## config.mk

```make
export PLATFORM = sky130hd
export DESIGN_NAME = fragment_reassembly_tracker
export DESIGN_NICKNAME = d
export VERILOG_FILES = /design/src/rtl/frt_pkg.sv /design/src/rtl/frt_part_mem.sv /design/src/rtl/frt_seq.sv /design/src/rtl/fragment_reassembly_tracker.sv
export SDC_FILE = /design/constraint.sdc
export NUM_CORES = 2
export LEC_CHECK = 0
export BUFFER_PORTS_ARGS = -buffer_cell sky130_fd_sc_hd__buf_2
export CAP_MARGIN = 10
export CORE_UTILIZATION = 45
export CTS_BUF_LIST = sky130_fd_sc_hd__clkbuf_8 sky130_fd_sc_hd__clkbuf_16
export CTS_CLUSTER_DIAMETER = 30
export CTS_CLUSTER_SIZE = 10
export DETAILED_ROUTE_END_ITERATION = 10
export GPL_ROUTABILITY_DRIVEN = 0
export HOLD_SLACK_MARGIN = 0.02
export PLACE_DENSITY = 0.7
export SLEW_MARGIN = 0
export SYNTH_ARGS = -nofsm -noshare
export SYNTH_HDL_FRONTEND = slang
export SYNTH_SLANG_ARGS = --single-unit
```

## constraint.sdc

```tcl
create_clock -name aclk -period 26 [get_ports aclk]
set_input_delay 1.3 -clock aclk [delete_from_list [all_inputs] [get_ports aclk]]
set_output_delay 1.3 -clock aclk [all_outputs]
set_load 0.1 [all_outputs]
```

## src/rtl/frt_pkg.sv

```systemverilog
// Shared types and constants for the fragment reassembly tracker.
package frt_pkg;

    localparam logic [31:0] TIMEOUT_RESET = 32'd30000;

    // Input item kinds
    localparam logic IN_FRAGMENT = 1'b0;
    localparam logic IN_TICK     = 1'b1;

    // Result kinds
    localparam logic [1:0] OUT_SINGLE   = 2'd0;
    localparam logic [1:0] OUT_COMPLETE = 2'd1;
    localparam logic [1:0] OUT_TIMEOUT  = 2'd2;
    localparam logic [1:0] OUT_MISSING  = 2'd3;

    typedef struct packed {
        logic        kind;
        logic        concat_hdr;
        logic [15:0] msg_ref;
        logic [63:0] sender_id;
        logic [7:0]  part_count;
        logic [7:0]  part_seq;
        logic [7:0]  store_index;
        logic        in_storage;
    } in_item_t;

    typedef struct packed {
        logic [1:0]  out_kind;
        logic [2:0]  slot_number;
        logic [15:0] out_ref;
        logic [63:0] out_sender;
        logic [7:0]  out_part;
        logic [7:0]  out_store_index;
        logic        delete_ok;
        logic        last;
    } out_item_t;

    // One stored part: what is kept per part position in the part memory.
    typedef struct packed {
        logic [7:0] store_index;
        logic       in_storage;
    } part_entry_t;

    typedef enum logic [3:0] {
        ST_IDLE,
        ST_SINGLE,
        ST_MATCH,
        ST_FREE,
        ST_CLAIM,
        ST_RECORD,
        ST_CHECK,
        ST_C_RD,
        ST_C_OUT,
        ST_T_SLOT,
        ST_T_RD,
        ST_T_OUT
    } state_t;

endpackage

```

## src/rtl/frt_part_mem.sv

```systemverilog
// Part memory: storage index and stored bit for every part position.
module frt_part_mem #(
    parameter int DEPTH = 50,
    parameter int AW    = 6
) (
    input  logic                aclk,
    input  logic                we,
    input  logic [AW-1:0]       waddr,
    input  frt_pkg::part_entry_t wdata,
    input  logic [AW-1:0]       raddr,
    output frt_pkg::part_entry_t rdata
);

    frt_pkg::part_entry_t mem [DEPTH];
    frt_pkg::part_entry_t rdata_reg;

    always_ff @(posedge aclk) begin
        if (we) begin
            mem[waddr] <= wdata;
        end
        rdata_reg <= mem[raddr];
    end

    assign rdata = rdata_reg;

endmodule

```

## src/rtl/frt_seq.sv

```systemverilog
// Sequencer: slot table, part valid bits and the scan / emit state machine.
module frt_seq #(
    parameter int SLOTS          = 5,
    parameter int PARTS_PER_SLOT = 10
) (
    input  logic                 aclk,
    input  logic                 aresetn,
    input  logic                 start,
    input  frt_pkg::in_item_t    item,
    input  logic [31:0]          tick,
    input  logic [31:0]          timeout,
    input  logic                 out_free,
    output logic                 emit_valid,
    output frt_pkg::out_item_t   emit,
    output logic                 busy
);

    localparam int SW  = (SLOTS > 1) ? $clog2(SLOTS) : 1;
    localparam int PIW = $clog2(PARTS_PER_SLOT);
    localparam int PCW = $clog2(PARTS_PER_SLOT + 1);
    localparam int DEPTH = SLOTS * PARTS_PER_SLOT;
    localparam int AW  = (DEPTH > 1) ? $clog2(DEPTH) : 1;
    localparam logic [SW-1:0]  LAST_SLOT = SW'(SLOTS - 1);
    localparam logic [PCW-1:0] PPS_C     = PCW'(PARTS_PER_SLOT);
    localparam logic [AW-1:0]  PPS_A     = AW'(PARTS_PER_SLOT);

    frt_pkg::state_t state_reg, state_next;
    logic [SW-1:0]   s_reg, s_next;
    logic [SW-1:0]   pick_reg, pick_next;
    logic [31:0]     best_reg, best_next;
    logic [PCW-1:0]  j_reg, j_next;
    logic [PCW-1:0]  lim_reg, lim_next;
    frt_pkg::in_item_t item_reg, item_next;

    logic [SLOTS-1:0]        used_reg, used_next;
    logic [15:0]             ref_reg [SLOTS];
    logic [15:0]             ref_next [SLOTS];
    logic [63:0]             sender_reg [SLOTS];
    logic [63:0]             sender_next [SLOTS];
    logic [7:0]              total_reg [SLOTS];
    logic [7:0]              total_next [SLOTS];
    logic [PCW-1:0]          rcvd_reg [SLOTS];
    logic [PCW-1:0]          rcvd_next [SLOTS];
    logic [31:0]             start_reg [SLOTS];
    logic [31:0]             start_next [SLOTS];
    logic [SLOTS-1:0][PARTS_PER_SLOT-1:0] valid_reg, valid_next;

    logic                  mem_we;
    logic [AW-1:0]         mem_waddr;
    logic [AW-1:0]         mem_raddr;
    frt_pkg::part_entry_t  mem_wdata;
    frt_pkg::part_entry_t  mem_rdata;

    logic [7:0]                pn_m1;
    logic                      in_range;
    logic [PIW-1:0]            pidx;
    logic [PIW-1:0]            jidx;
    logic [PARTS_PER_SLOT-1:0] row;
    logic                      cur_valid;
    logic                      more;
    logic [31:0]               elapsed;
    logic                      key_hit;
    logic                      older;

    frt_part_mem #(.DEPTH(DEPTH), .AW(AW)) u_mem (
        .aclk  (aclk),
        .we    (mem_we),
        .waddr (mem_waddr),
        .wdata (mem_wdata),
        .raddr (mem_raddr),
        .rdata (mem_rdata)
    );

    assign pn_m1     = item_reg.part_seq - 8'd1;
    assign in_range  = item_reg.part_seq <= 8'(PARTS_PER_SLOT);
    assign pidx      = pn_m1[PIW-1:0];
    assign jidx      = j_reg[PIW-1:0];
    assign row       = valid_reg[s_reg];
    assign cur_valid = row[jidx];
    assign elapsed   = tick - start_reg[s_reg];
    assign key_hit   = used_reg[s_reg] && ref_reg[s_reg] == item_reg.msg_ref
                       && sender_reg[s_reg] == item_reg.sender_id;
    assign older     = start_reg[s_reg] < best_reg;
    assign mem_raddr = AW'(s_reg) * PPS_A + AW'(j_reg);
    assign mem_waddr = AW'(s_reg) * PPS_A + AW'(pidx);
    assign mem_wdata = '{store_index: item_reg.store_index, in_storage: item_reg.in_storage};
    assign busy      = state_reg != frt_pkg::ST_IDLE;

    // Any valid part left above j within the scan range
    always_comb begin
        more = 1'b0;
        for (int k = 0; k < PARTS_PER_SLOT; k++) begin
            if (PCW'(k) > j_reg && PCW'(k) < lim_reg && row[k]) begin
                more = 1'b1;
            end
        end
    end

    always_ff @(posedge aclk) begin
        if (!aresetn) begin
            state_reg <= frt_pkg::ST_IDLE;
            used_reg  <= '0;
            valid_reg <= '0;
        end else begin
            state_reg <= state_next;
            used_reg  <= used_next;
            valid_reg <= valid_next;
        end
    end

    always_ff @(posedge aclk) begin
        s_reg    <= s_next;
        pick_reg <= pick_next;
        best_reg <= best_next;
        j_reg    <= j_next;
        lim_reg  <= lim_next;
        item_reg <= item_next;
        ref_reg    <= ref_next;
        sender_reg <= sender_next;
        total_reg  <= total_next;
        rcvd_reg   <= rcvd_next;
        start_reg  <= start_next;
    end

    always_comb begin
        state_next  = state_reg;
        s_next      = s_reg;
        pick_next   = pick_reg;
        best_next   = best_reg;
        j_next      = j_reg;
        lim_next    = lim_reg;
        item_next   = item_reg;
        used_next   = used_reg;
        valid_next  = valid_reg;
        ref_next    = ref_reg;
        sender_next = sender_reg;
        total_next  = total_reg;
        rcvd_next   = rcvd_reg;
        start_next  = start_reg;
        mem_we      = 1'b0;
        emit_valid  = 1'b0;
        emit.out_kind        = frt_pkg::OUT_COMPLETE;
        emit.slot_number     = 3'(s_reg);
        emit.out_ref         = ref_reg[s_reg];
        emit.out_sender      = sender_reg[s_reg];
        emit.out_part        = 8'(j_reg) + 8'd1;
        emit.out_store_index = mem_rdata.store_index;
        emit.delete_ok       = mem_rdata.in_storage;
        emit.last            = !more;

        unique case (state_reg)
            frt_pkg::ST_IDLE: begin
                if (start) begin
                    item_next = item;
                    s_next    = '0;
                    if (item.kind == frt_pkg::IN_TICK) begin
                        state_next = frt_pkg::ST_T_SLOT;
                    end else if (item.concat_hdr && item.part_count > 8'd1
                                 && item.part_seq != 8'd0) begin
                        state_next = frt_pkg::ST_MATCH;
                    end else begin
                        state_next = frt_pkg::ST_SINGLE;
                    end
                end
            end
            frt_pkg::ST_SINGLE: begin
                emit_valid           = 1'b1;
                emit.out_kind        = frt_pkg::OUT_SINGLE;
                emit.slot_number     = 3'd0;
                emit.out_ref         = item_reg.msg_ref;
                emit.out_sender      = item_reg.sender_id;
                emit.out_part        = 8'd1;
                emit.out_store_index = item_reg.store_index;
                emit.delete_ok       = item_reg.in_storage;
                emit.last            = 1'b1;
                if (out_free) begin
                    s_next     = '0;
                    state_next = frt_pkg::ST_T_SLOT;
                end
            end
            frt_pkg::ST_MATCH: begin
                if (key_hit) begin
                    state_next = frt_pkg::ST_RECORD;
                end else if (s_reg == LAST_SLOT) begin
                    s_next     = '0;
                    best_next  = '1;
                    pick_next  = '0;
                    state_next = frt_pkg::ST_FREE;
                end else begin
                    s_next = s_reg + SW'(1);
                end
            end
            frt_pkg::ST_FREE: begin
                if (!used_reg[s_reg]) begin
                    state_next = frt_pkg::ST_CLAIM;
                end else begin
                    if (older) begin
                        best_next = start_reg[s_reg];
                        pick_next = s_reg;
                    end
                    if (s_reg == LAST_SLOT) begin
                        s_next     = older ? s_reg : pick_reg;
                        state_next = frt_pkg::ST_CLAIM;
                    end else begin
                        s_next = s_reg + SW'(1);
                    end
                end
            end
            frt_pkg::ST_CLAIM: begin
                used_next[s_reg]   = 1'b1;
                ref_next[s_reg]    = item_reg.msg_ref;
                sender_next[s_reg] = item_reg.sender_id;
                total_next[s_reg]  = item_reg.part_count;
                rcvd_next[s_reg]   = '0;
                start_next[s_reg]  = tick;
                valid_next[s_reg]  = '0;
                state_next         = frt_pkg::ST_RECORD;
            end
            frt_pkg::ST_RECORD: begin
                if (in_range && !row[pidx]) begin
                    valid_next[s_reg][pidx] = 1'b1;
                    mem_we                  = 1'b1;
                    rcvd_next[s_reg]        = rcvd_reg[s_reg] + PCW'(1);
                end
                state_next = frt_pkg::ST_CHECK;
            end
            frt_pkg::ST_CHECK: begin
                if (8'(rcvd_reg[s_reg]) >= item_reg.part_count) begin
                    j_next     = '0;
                    lim_next   = (item_reg.part_count < 8'(PARTS_PER_SLOT))
                                 ? PCW'(item_reg.part_count) : PPS_C;
                    state_next = frt_pkg::ST_C_RD;
                end else begin
                    s_next     = '0;
                    state_next = frt_pkg::ST_T_SLOT;
                end
            end
            frt_pkg::ST_C_RD: begin
                if (j_reg >= lim_reg) begin
                    used_next[s_reg] = 1'b0;
                    s_next           = '0;
                    state_next       = frt_pkg::ST_T_SLOT;
                end else if (cur_valid) begin
                    state_next = frt_pkg::ST_C_OUT;
                end else begin
                    j_next = j_reg + PCW'(1);
                end
            end
            frt_pkg::ST_C_OUT: begin
                emit_valid = 1'b1;
                if (out_free) begin
                    j_next     = j_reg + PCW'(1);
                    state_next = frt_pkg::ST_C_RD;
                end
            end
            frt_pkg::ST_T_SLOT: begin
                if (used_reg[s_reg] && elapsed >= timeout) begin
                    j_next     = '0;
                    lim_next   = (total_reg[s_reg] < 8'(PARTS_PER_SLOT))
                                 ? PCW'(total_reg[s_reg]) : PPS_C;
                    state_next = frt_pkg::ST_T_RD;
                end else if (s_reg == LAST_SLOT) begin
                    state_next = frt_pkg::ST_IDLE;
                end else begin
                    s_next = s_reg + SW'(1);
                end
            end
            frt_pkg::ST_T_RD: begin
                if (j_reg >= lim_reg) begin
                    used_next[s_reg] = 1'b0;
                    if (s_reg == LAST_SLOT) begin
                        state_next = frt_pkg::ST_IDLE;
                    end else begin
                        s_next     = s_reg + SW'(1);
                        state_next = frt_pkg::ST_T_SLOT;
                    end
                end else begin
                    state_next = frt_pkg::ST_T_OUT;
                end
            end
            frt_pkg::ST_T_OUT: begin
                emit_valid = 1'b1;
                emit.last  = j_reg == lim_reg - PCW'(1);
                if (cur_valid) begin
                    emit.out_kind = frt_pkg::OUT_TIMEOUT;
                end else begin
                    emit.out_kind        = frt_pkg::OUT_MISSING;
                    emit.out_store_index = 8'd0;
                    emit.delete_ok       = 1'b0;
                end
                if (out_free) begin
                    j_next     = j_reg + PCW'(1);
                    state_next = frt_pkg::ST_T_RD;
                end
            end
            default: begin
                state_next = frt_pkg::ST_IDLE;
            end
        endcase
    end

endmodule

```

## src/rtl/fragment_reassembly_tracker.sv

```systemverilog
// Top level of the fragment reassembly tracker: ports, timeout, tick counter, result stage.
//
//  channel  | ports                      | beat
//  ---------+----------------------------+-------------------------------------
//  input    | s_valid s_ready s_data     | one fragment or one tick
//  result   | m_valid m_ready m_data     | one emitted part, marker or message
//  config   | cfg_wr_en cfg_wr_data      | timeout_ticks, written at once
//
// An input beat is taken only while the sequencer is idle. A tick runs the timeout
// pass over the slots, a single emits its beat and then runs that pass, and a
// fragment runs key match, free or oldest search, claim, record, check and the
// timeout pass. A completion scans the part positions and emits each stored part;
// a flushed slot emits one beat per part position. Every part read goes through the
// one registered read port of the part memory. Reset clears the slot used and part
// valid bits; timeout_ticks returns to 30000. The result register holds a beat until
// taken, and the sequencer stalls behind it while m_ready is low.
module fragment_reassembly_tracker #(
    parameter int SLOTS          = 5,
    parameter int PARTS_PER_SLOT = 10
) (
    input  logic               aclk,
    input  logic               aresetn,
    input  logic               s_valid,
    output logic               s_ready,
    input  frt_pkg::in_item_t  s_data,
    output logic               m_valid,
    input  logic               m_ready,
    output frt_pkg::out_item_t m_data,
    input  logic               cfg_wr_en,
    input  logic [31:0]        cfg_wr_data
);

    logic [31:0]        timeout_reg;
    logic [31:0]        tick_reg;
    logic               m_valid_reg;
    frt_pkg::out_item_t m_data_reg;

    logic               busy;
    logic               accept;
    logic               out_free;
    logic               emit_valid;
    frt_pkg::out_item_t emit;

    assign s_ready  = !busy;
    assign accept   = s_valid && s_ready;
    // Result register can take a new beat when empty or being drained
    assign out_free = !m_valid_reg || m_ready;

    frt_seq #(.SLOTS(SLOTS), .PARTS_PER_SLOT(PARTS_PER_SLOT)) u_seq (
        .aclk       (aclk),
        .aresetn    (aresetn),
        .start      (accept),
        .item       (s_data),
        .tick       (tick_reg),
        .timeout    (timeout_reg),
        .out_free   (out_free),
        .emit_valid (emit_valid),
        .emit       (emit),
        .busy       (busy)
    );

    // Hold timeout and advance time on every tick beat
    always_ff @(posedge aclk) begin
        if (!aresetn) begin
            timeout_reg <= frt_pkg::TIMEOUT_RESET;
            tick_reg    <= '0;
        end else begin
            if (cfg_wr_en) begin
                timeout_reg <= cfg_wr_data;
            end
            if (accept && s_data.kind == frt_pkg::IN_TICK) begin
                tick_reg <= tick_reg + 32'd1;
            end
        end
    end

    // Load a result when the slot frees up, drop valid once taken
    always_ff @(posedge aclk) begin
        if (!aresetn) begin
            m_valid_reg <= 1'b0;
        end else if (emit_valid && out_free) begin
            m_valid_reg <= 1'b1;
        end else if (m_ready) begin
            m_valid_reg <= 1'b0;
        end
    end

    always_ff @(posedge aclk) begin
        if (emit_valid && out_free) begin
            m_data_reg <= emit;
        end
    end

    assign m_valid = m_valid_reg;
    assign m_data  = m_data_reg;

endmodule

```

# [After elaboration in Yosys (flattened, before gate mapping)]
# Memories as Yosys holds them, arrays and structs flattened. A register that Yosys moved wholly into a read port is not among the register bits.
# Cells that the tools add are included.
[totals] out_inout_bits=105 mem_bits_rw=450 word_cells=332 memories=1 reg_bits=998
[op_classes] eq_ne=38 n_lt_le_gt_ge=35 n_reduce_logical=59 n_mux=125 add_sub_neg=10 n_mul=1 n_bitwise=9
[mem_list] memory="u_seq.u_mem.mem" words=50 width=9 rd=1 rd_clocked_by_memory_dff=1 write_ports=1 line="frt_part_mem.sv:14" source="frt_pkg::part_entry_t mem [DEPTH];"
[op_table] operator="$bwmux W320" n=1
[op_table] operator="$mux W32" n=7
[op_table] operator="$bmux W64 S3" n=1
[op_table] operator="$demux W64 S3" n=1
[op_table] operator="$mux W64" n=3
[op_table] operator="$bwmux W160" n=1
[op_table] operator="$mux W4" n=28
[op_table] operator="$pmux W50 S2" n=1
[op_table] operator="$bmux W32 S3" n=1
[op_table] operator="$demux W32 S3" n=1
[op_table] operator="$mux W88" n=1
[op_table] operator="$bwmux W80" n=1
[op_table] operator="$eq A64 B64 Y1" n=1
[op_table] operator="$pmux W32 S2" n=1
[op_table] operator="$demux W10 S3" n=2
[op_table] operator="$and A50 B50 Y50" n=1
[op_table] operator="$mux W50" n=1
[op_table] operator="$not A50 Y50" n=1
[op_table] operator="$or A50 B50 Y50" n=1
[op_table] operator="$bmux W16 S3" n=1
[op_table] operator="$demux W16 S3" n=1
[op_table] operator="$mux W16" n=3
[op_table] operator="$pmux W4 S12" n=1
[op_table] operator="$mux W3" n=15
[op_table] operator="other kinds (88)" n=201

# [Depth between registers and ports, before layout]
[logic_depth] depth_word=15 depth_mapped=34

# [By module]
# A second synthesis with hierarchy kept.
[hier_totals] hier_cells=4404 area_unflattened_um2=62677.6
[modules_own_cells] mod="frt_seq" area_each_um2=38763.4 seq_area_each_um2=24333.3 cells_each=3012 n_inst=1
[modules_own_cells] mod="frt_part_mem" area_each_um2=18113.6 seq_area_each_um2=13693.1 cells_each=1000 n_inst=1
[modules_own_cells] mod="fragment_reassembly_tracker" area_each_um2=5800.6 seq_area_each_um2=4394.2 cells_each=392 n_inst=1

# [Worst setup path after synthesis]
# Ideal clock, no wire load.
[synth_path] path_type="input -> register" start="in m_ready" end="reg m_data_reg, in the netlist m_data[0], enable pin" arrival_ns=8.153 setup_time_ns=0.682 required_ns=25.318 path_slack_ns=17.165 path_stages=2 n_path_buf=0 cell_sequence="nor2b_1 -> nor3_1"
[synth_via] elab_chain_cells=2
[synth_lines] item="start, declared" line="fragment_reassembly_tracker.sv:27" source="input logic m_ready,"
[synth_lines] item="$logic_or A1 B1 Y1" line="fragment_reassembly_tracker.sv:47" source="assign out_free = !m_valid_reg || m_ready;"
[synth_lines] item="$logic_and A1 B1 Y1" line="fragment_reassembly_tracker.sv:89" source="if (emit_valid && out_free) begin"
[synth_lines] item="end signal, assigned" line="fragment_reassembly_tracker.sv:90" source="m_data_reg <= emit;"
[synth_lines] item="end, declared" line="fragment_reassembly_tracker.sv:36" source="frt_pkg::out_item_t m_data_reg;"
# No other way between the ends.
# A chain may end at the register's enable or synchronous reset.

# [Worst setup path after layout]
[layout_path] start="reg u_seq.s_reg[2]" end="reg u_seq.s_reg[1], enable pin"
[layout_via] elab_chain_cells=9
[layout_lines] item="start, declared" line="frt_seq.sv:28" source="logic [SW-1:0] s_reg, s_next;"
[layout_lines] item="start signal, assigned" line="frt_seq.sv:112" source="s_reg <= s_next;"
[layout_lines] item="$not A3 Y4 (implied by the code)"
[layout_lines] item="$bmux W32 S3 / $bmux W16 S3 (equally long branches)" line="frt_seq.sv:80, frt_seq.sv:83, frt_seq.sv:81"
[layout_lines] item="$mux W32 (implied by the code) / $mux W16 (equally long branches) (2 in a row)" line="frt_seq.sv:80, frt_seq.sv:83, frt_seq.sv:81"
[layout_lines] item="$sub A32 B32 Y32 / $eq A16 B16 Y1 (equally long branches)" line="frt_seq.sv:80, frt_seq.sv:81"
[layout_lines] item="$ge A32 B32 Y1 / $logic_and A1 B1 Y1 (equally long branches)" line="frt_seq.sv:257, frt_seq.sv:81"
[layout_lines] item="$logic_and A1 B1 Y1, on equally long branches" line="frt_seq.sv:257, frt_seq.sv:82"
[layout_lines] item="$ne A2 B2 Y1 (no source line)"
[layout_lines] item="$reduce_and A9 Y1 (no source line) (*)"
# Every way passes the cells marked *; elsewhere a longest branch is shown, timed or not. The select of a mux whose other input is x is not followed.

==> summary.md <==
| Metric | Value |
|---|---|
| Crit Path Category | `reg2reg` |
| Clk sinks | `approximately 1500` |
| Yosys warnings | `0` |
| Total track usage | `0.240` |
| Drt initial violations | `roughly 4700` |
| Power per standard cell area | `137 nW/um2` |
| Post-Layout Cell Count | `between 6000 and 7000` |
| Worst slack, placed | `18.40 ns` |
| Core area | `roughly 140000 um2` |
| Initial Utilization | `0.455` |
| Worst path bufs/invs | `4` |
| Relative slew slack | `0.212` |
| Crit path top cell by count | `a211oi_1` |
| Pleak | `roughly 27 nW` |
| DRT antenna net count | `0` |
| Antenna violations before repair | `6` |
| Ys async rst share | `0` |
| Layout cells sized above 1 | `0.219` |
| CTS tree | `done` |
| Clk_lat worst skew | `between 0.9 and 1 ns` |
| Critical path's top delay family | `compound AO/OA/AOI/OAI gates` |
| Main synth FF type | `edfxtp_1` |
| Netlist Area Pre-Place | `about 62000 um2` |
| Placed inst area | `roughly 65000 um2` |
| Worst setup EP type | `flop` |
| Via count | `between 30000 and 40000` |
| PostCTS Resize Cnt | `0` |
| IO Count | `about 250` |
| CTS Buf Count | `314` |
| Grt total ovfl | `0` |
| Final period util | `0.303` |
| Crit path max fanout | `44` |
| Detailed placement HPWL | `between 100000 and 150000 um` |
| First-pass GRT wire length | `roughly 250000 um` |
| Max Fclk | `roughly 0.13 GHz` |
| Vias in the first global route | `38800` |
| Hold Crit Class | `reg2reg` |
| Root Driver | `clkbuf_16` |
| Final number of max-transition violations | `0` |
| H-tree levels | `5` |
| Crit-path max cell delay | `about 0.74 ns` |
| RSZ-0062 raised after global routing | `false` |
| Sequential fraction of the synthesis area | `0.685` |
| Final hold viol count | `0` |
| Nets | `roughly 4800` |
| Seq cells post-synth | `between 1000 and 1500` |
| Outcome | `finished, final reports clean` |
| Crit path time final | `approximately 7.9 ns` |
| Die Wd | `roughly 370 um` |
| Max Clock Skew | `between 0.09 and 0.1 ns` |
| Worst r2r src | `u_seq.s_reg[2]$_SDFFCE_PN0P_` |
| Fill cell count | `10500` |
| First-pass DRT Iterations | `6` |
| Synth unique cells | `90` |
| Drt wl/cell | `about 26 um` |
| Die H | `372 um` |
| Max Cap Viol | `0` |
| Drc violations | `0` |
| R2R setup slack | `~18 ns` |
| Worst Tran Pin Value | `~1.2 ns` |
| Number of flip-flops under the largest register name | `450` |
| Critical Path Sink | `u_seq.s_reg[1]$_SDFFCE_PN0P_` |
| Final instance area | `75000 um2` |
| Die area | `between 100000 and 150000 um2` |
| Stages on the worst setup path | `23` |
| Row count | `approximately 140` |
| Clk slew on worst S/H paths | `0.05 ns` |
| Worst-case vdd ir drop | `around 0.13 mV` |
| CP Data Required Time | `between 20 and 30 ns` |
| # setup viols final | `0` |
| Critical Path AT | `roughly 8.4 ns` |
| Synth Area per Inst | `about 15 um2` |
| Hold depth | `2` |
| Slowest-stage cell, CP | `edfxtp_1` |
| Setup Buffers After CTS | `0` |
| Routed WL | `168000 um` |
| EDFF count, synth | `roughly 1300` |
| Setup crit start kind | `flop` |
| Synth Instances | `about 4000` |
| Setup Total Neg Slack | `0 ns` |
| Layout area overhead | `21.4%` |
| Critical R2R Capture | `u_seq.s_reg[1]$_SDFFCE_PN0P_` |
| Placed cell count | `about 6000` |
| Reg2Reg Depth | `23` |
| Final setup margin | `roughly 18 ns` |
| Pin count of the biggest net entering global routing | `between 100 and 150` |
| Power Total | `around 10 mW` |
| Crit-path cells | `inv_2 > buf_4 > a22oi_1 > inv_1 > ha_1 > inv_1 > fa_1 > a211oi_1 > o21bai_1 > a211oi_1 > o32ai_1 > a2111oi_0 > o21ai_0 > a21oi_1 > nor2_1 > ha_1 > a2111oi_0 > o21ai_0 > a31o_2 > a21oi_1 > a211oi_1 > a41o_1 > nor2_1` |
| Max Buffers Root-to-Sink | `4` |
| Post-CTS Hold Buffers | `0` |
| Crit path from | `u_seq.s_reg[2]$_SDFFCE_PN0P_` |
| PortBufs | `between 200 and 250` |
| DR vias/cell | `between 5 and 6` |
how the worst min path moves through the flow:
stage	startpoint	endpoint	slack [ns]
floorplan	u_seq.valid_reg[30]$_SDFFE_PN0P_	u_seq.valid_reg[30]$_SDFFE_PN0P_	0.42
global placement	u_seq.valid_reg[35]$_SDFFE_PN0P_	u_seq.valid_reg[35]$_SDFFE_PN0P_	0.43
detailed placement	u_seq.valid_reg[29]$_SDFFE_PN0P_	u_seq.valid_reg[29]$_SDFFE_PN0P_	0.44
CTS	u_seq.valid_reg[29]$_SDFFE_PN0P_	u_seq.valid_reg[29]$_SDFFE_PN0P_	0.45
global route	u_seq.valid_reg[29]$_SDFFE_PN0P_	u_seq.valid_reg[29]$_SDFFE_PN0P_	0.46
finish	u_seq.valid_reg[20]$_SDFFE_PN0P_	u_seq.valid_reg[20]$_SDFFE_PN0P_	0.45
worst register-to-register path, cell delays in order (launching register included):
cell       delay (ns)
edfxtp_1         0.74
inv_2            0.51
buf_4            0.72
a22oi_1          0.33
inv_1            0.12
ha_1             0.17
inv_1            0.06
fa_1             0.42
a211oi_1         0.25
o21bai_1         0.14
a211oi_1         0.48
o32ai_1          0.28
a2111oi_0        0.68
o21ai_0          0.25
a21oi_1          0.19
nor2_1           0.07
ha_1             0.18
a2111oi_0        0.35
o21ai_0          0.20
a31o_2           0.27
a21oi_1          0.25
a211oi_1         0.16
a41o_1           0.33
nor2_1           0.34
cell usage after synthesis, drive strengths merged, types with 7 or more instances:
cell type | instances | area share
a21boi | 14 | 0.0017
o21a | 14 | 0.0017
a211oi | 18 | 0.0023
o211ai | 17 | 0.0021
o22a | 22 | 0.0031
nand2b | 22 | 0.0022
mux2 | 42 | 0.0077
and3 | 40 | 0.0041
nor2b | 52 | 0.0053
edfxtp | 1321 | 0.64
buf | 93 | 0.0097
nand2 | 266 | 0.016
o221a | 7 | 0.0013
nor3b | 11 | 0.0017
o22ai | 33 | 0.0033
a32oi | 7 | 0.00099
dfxtp | 133 | 0.043
a31oi | 19 | 0.0019
nor3 | 44 | 0.0037
a22oi | 107 | 0.013
o32ai | 10 | 0.0014
or3 | 10 | 0.0010
clkbuf | 114 | 0.0069
xnor2 | 65 | 0.0092
mux2i | 147 | 0.024
inv | 162 | 0.0098
and2 | 37 | 0.0037
o31ai | 55 | 0.0067
nand3 | 70 | 0.0057
xor2 | 38 | 0.0054
nor4 | 28 | 0.0028
a21o | 34 | 0.0041
a221o | 7 | 0.0011
o221ai | 12 | 0.0017
nand4 | 29 | 0.0029
o2bb2ai | 11 | 0.0017
o21ai | 100 | 0.0081
nor2 | 285 | 0.017
a21oi | 200 | 0.016
a22o | 27 | 0.0038
a221oi | 15 | 0.0021
mux4 | 160 | 0.058
a311oi | 7 | 0.00099
ha | 127 | 0.026
stage by stage:
step           utilization  hold slack, ns
4_1_cts              0.552           0.448
6_report             0.552           0.446
2_1_floorplan            -           0.419
3_3_place_gp         0.477           0.429
5_1_grt              0.552           0.460
3_5_place_dp         0.477           0.438
area by class of cell:
cell class	instances	area [um2]	share of cell area
flip-flops and latches	1454	42300	0.565
multi-input cells	2290	17900	0.239
clock buffers	326	8090	0.108
well taps	1781	2230	0.0297
clock inverters	225	2070	0.0276
repair buffers	304	1690	0.0226
inverters	164	641	0.00854
diodes	2	5.00	0.0000667
metal layers:
layer  global-route usage  share of wire  vias to the layer above
met3               0.0579           0.10                      414
li1                     -              -                    16900
met1                0.320           0.39                    19500
met2                0.371           0.46                     2316
met5                    0        0.00014                        -
met4                0.113          0.043                        4
cells in the final DEF, fill, tap and decap left out, drive strengths merged, types with 55 or more instances in the layout:
master and instances:
o21ai 100, mux4 160, nand3 70, xnor2 65
buf 304, inv 228, dfxtp 133, clkbuf 326
nand2 266, a21oi 200, o31ai 55, a22oi 107
nor2 285, edfxtp 1321, ha 127, mux2i 147
clkinv 91
cells by family (layout without fill, tap and decap cells):
kind of cell,after synthesis,after routing,share of synthesized area
and+or+nand+nor,918,918,0.0697
AOI/OAI and AO/OA,786,786,0.0870
other,1,5,0.0000607
DFF,1454,1454,0.685
buffers and inverters,371,1019,0.0266
adders and majority gates,131,131,0.0269
muxes,349,349,0.0898
xor gates and xnor gates,103,103,0.0146
report_power, final:
group          total, mW  switching, mW  internal (mW)
clock               3.78           1.27           2.51
sequential          3.08          0.168           2.91
combinational       3.39           2.38           1.01
(Power assumes the default switching activity.)
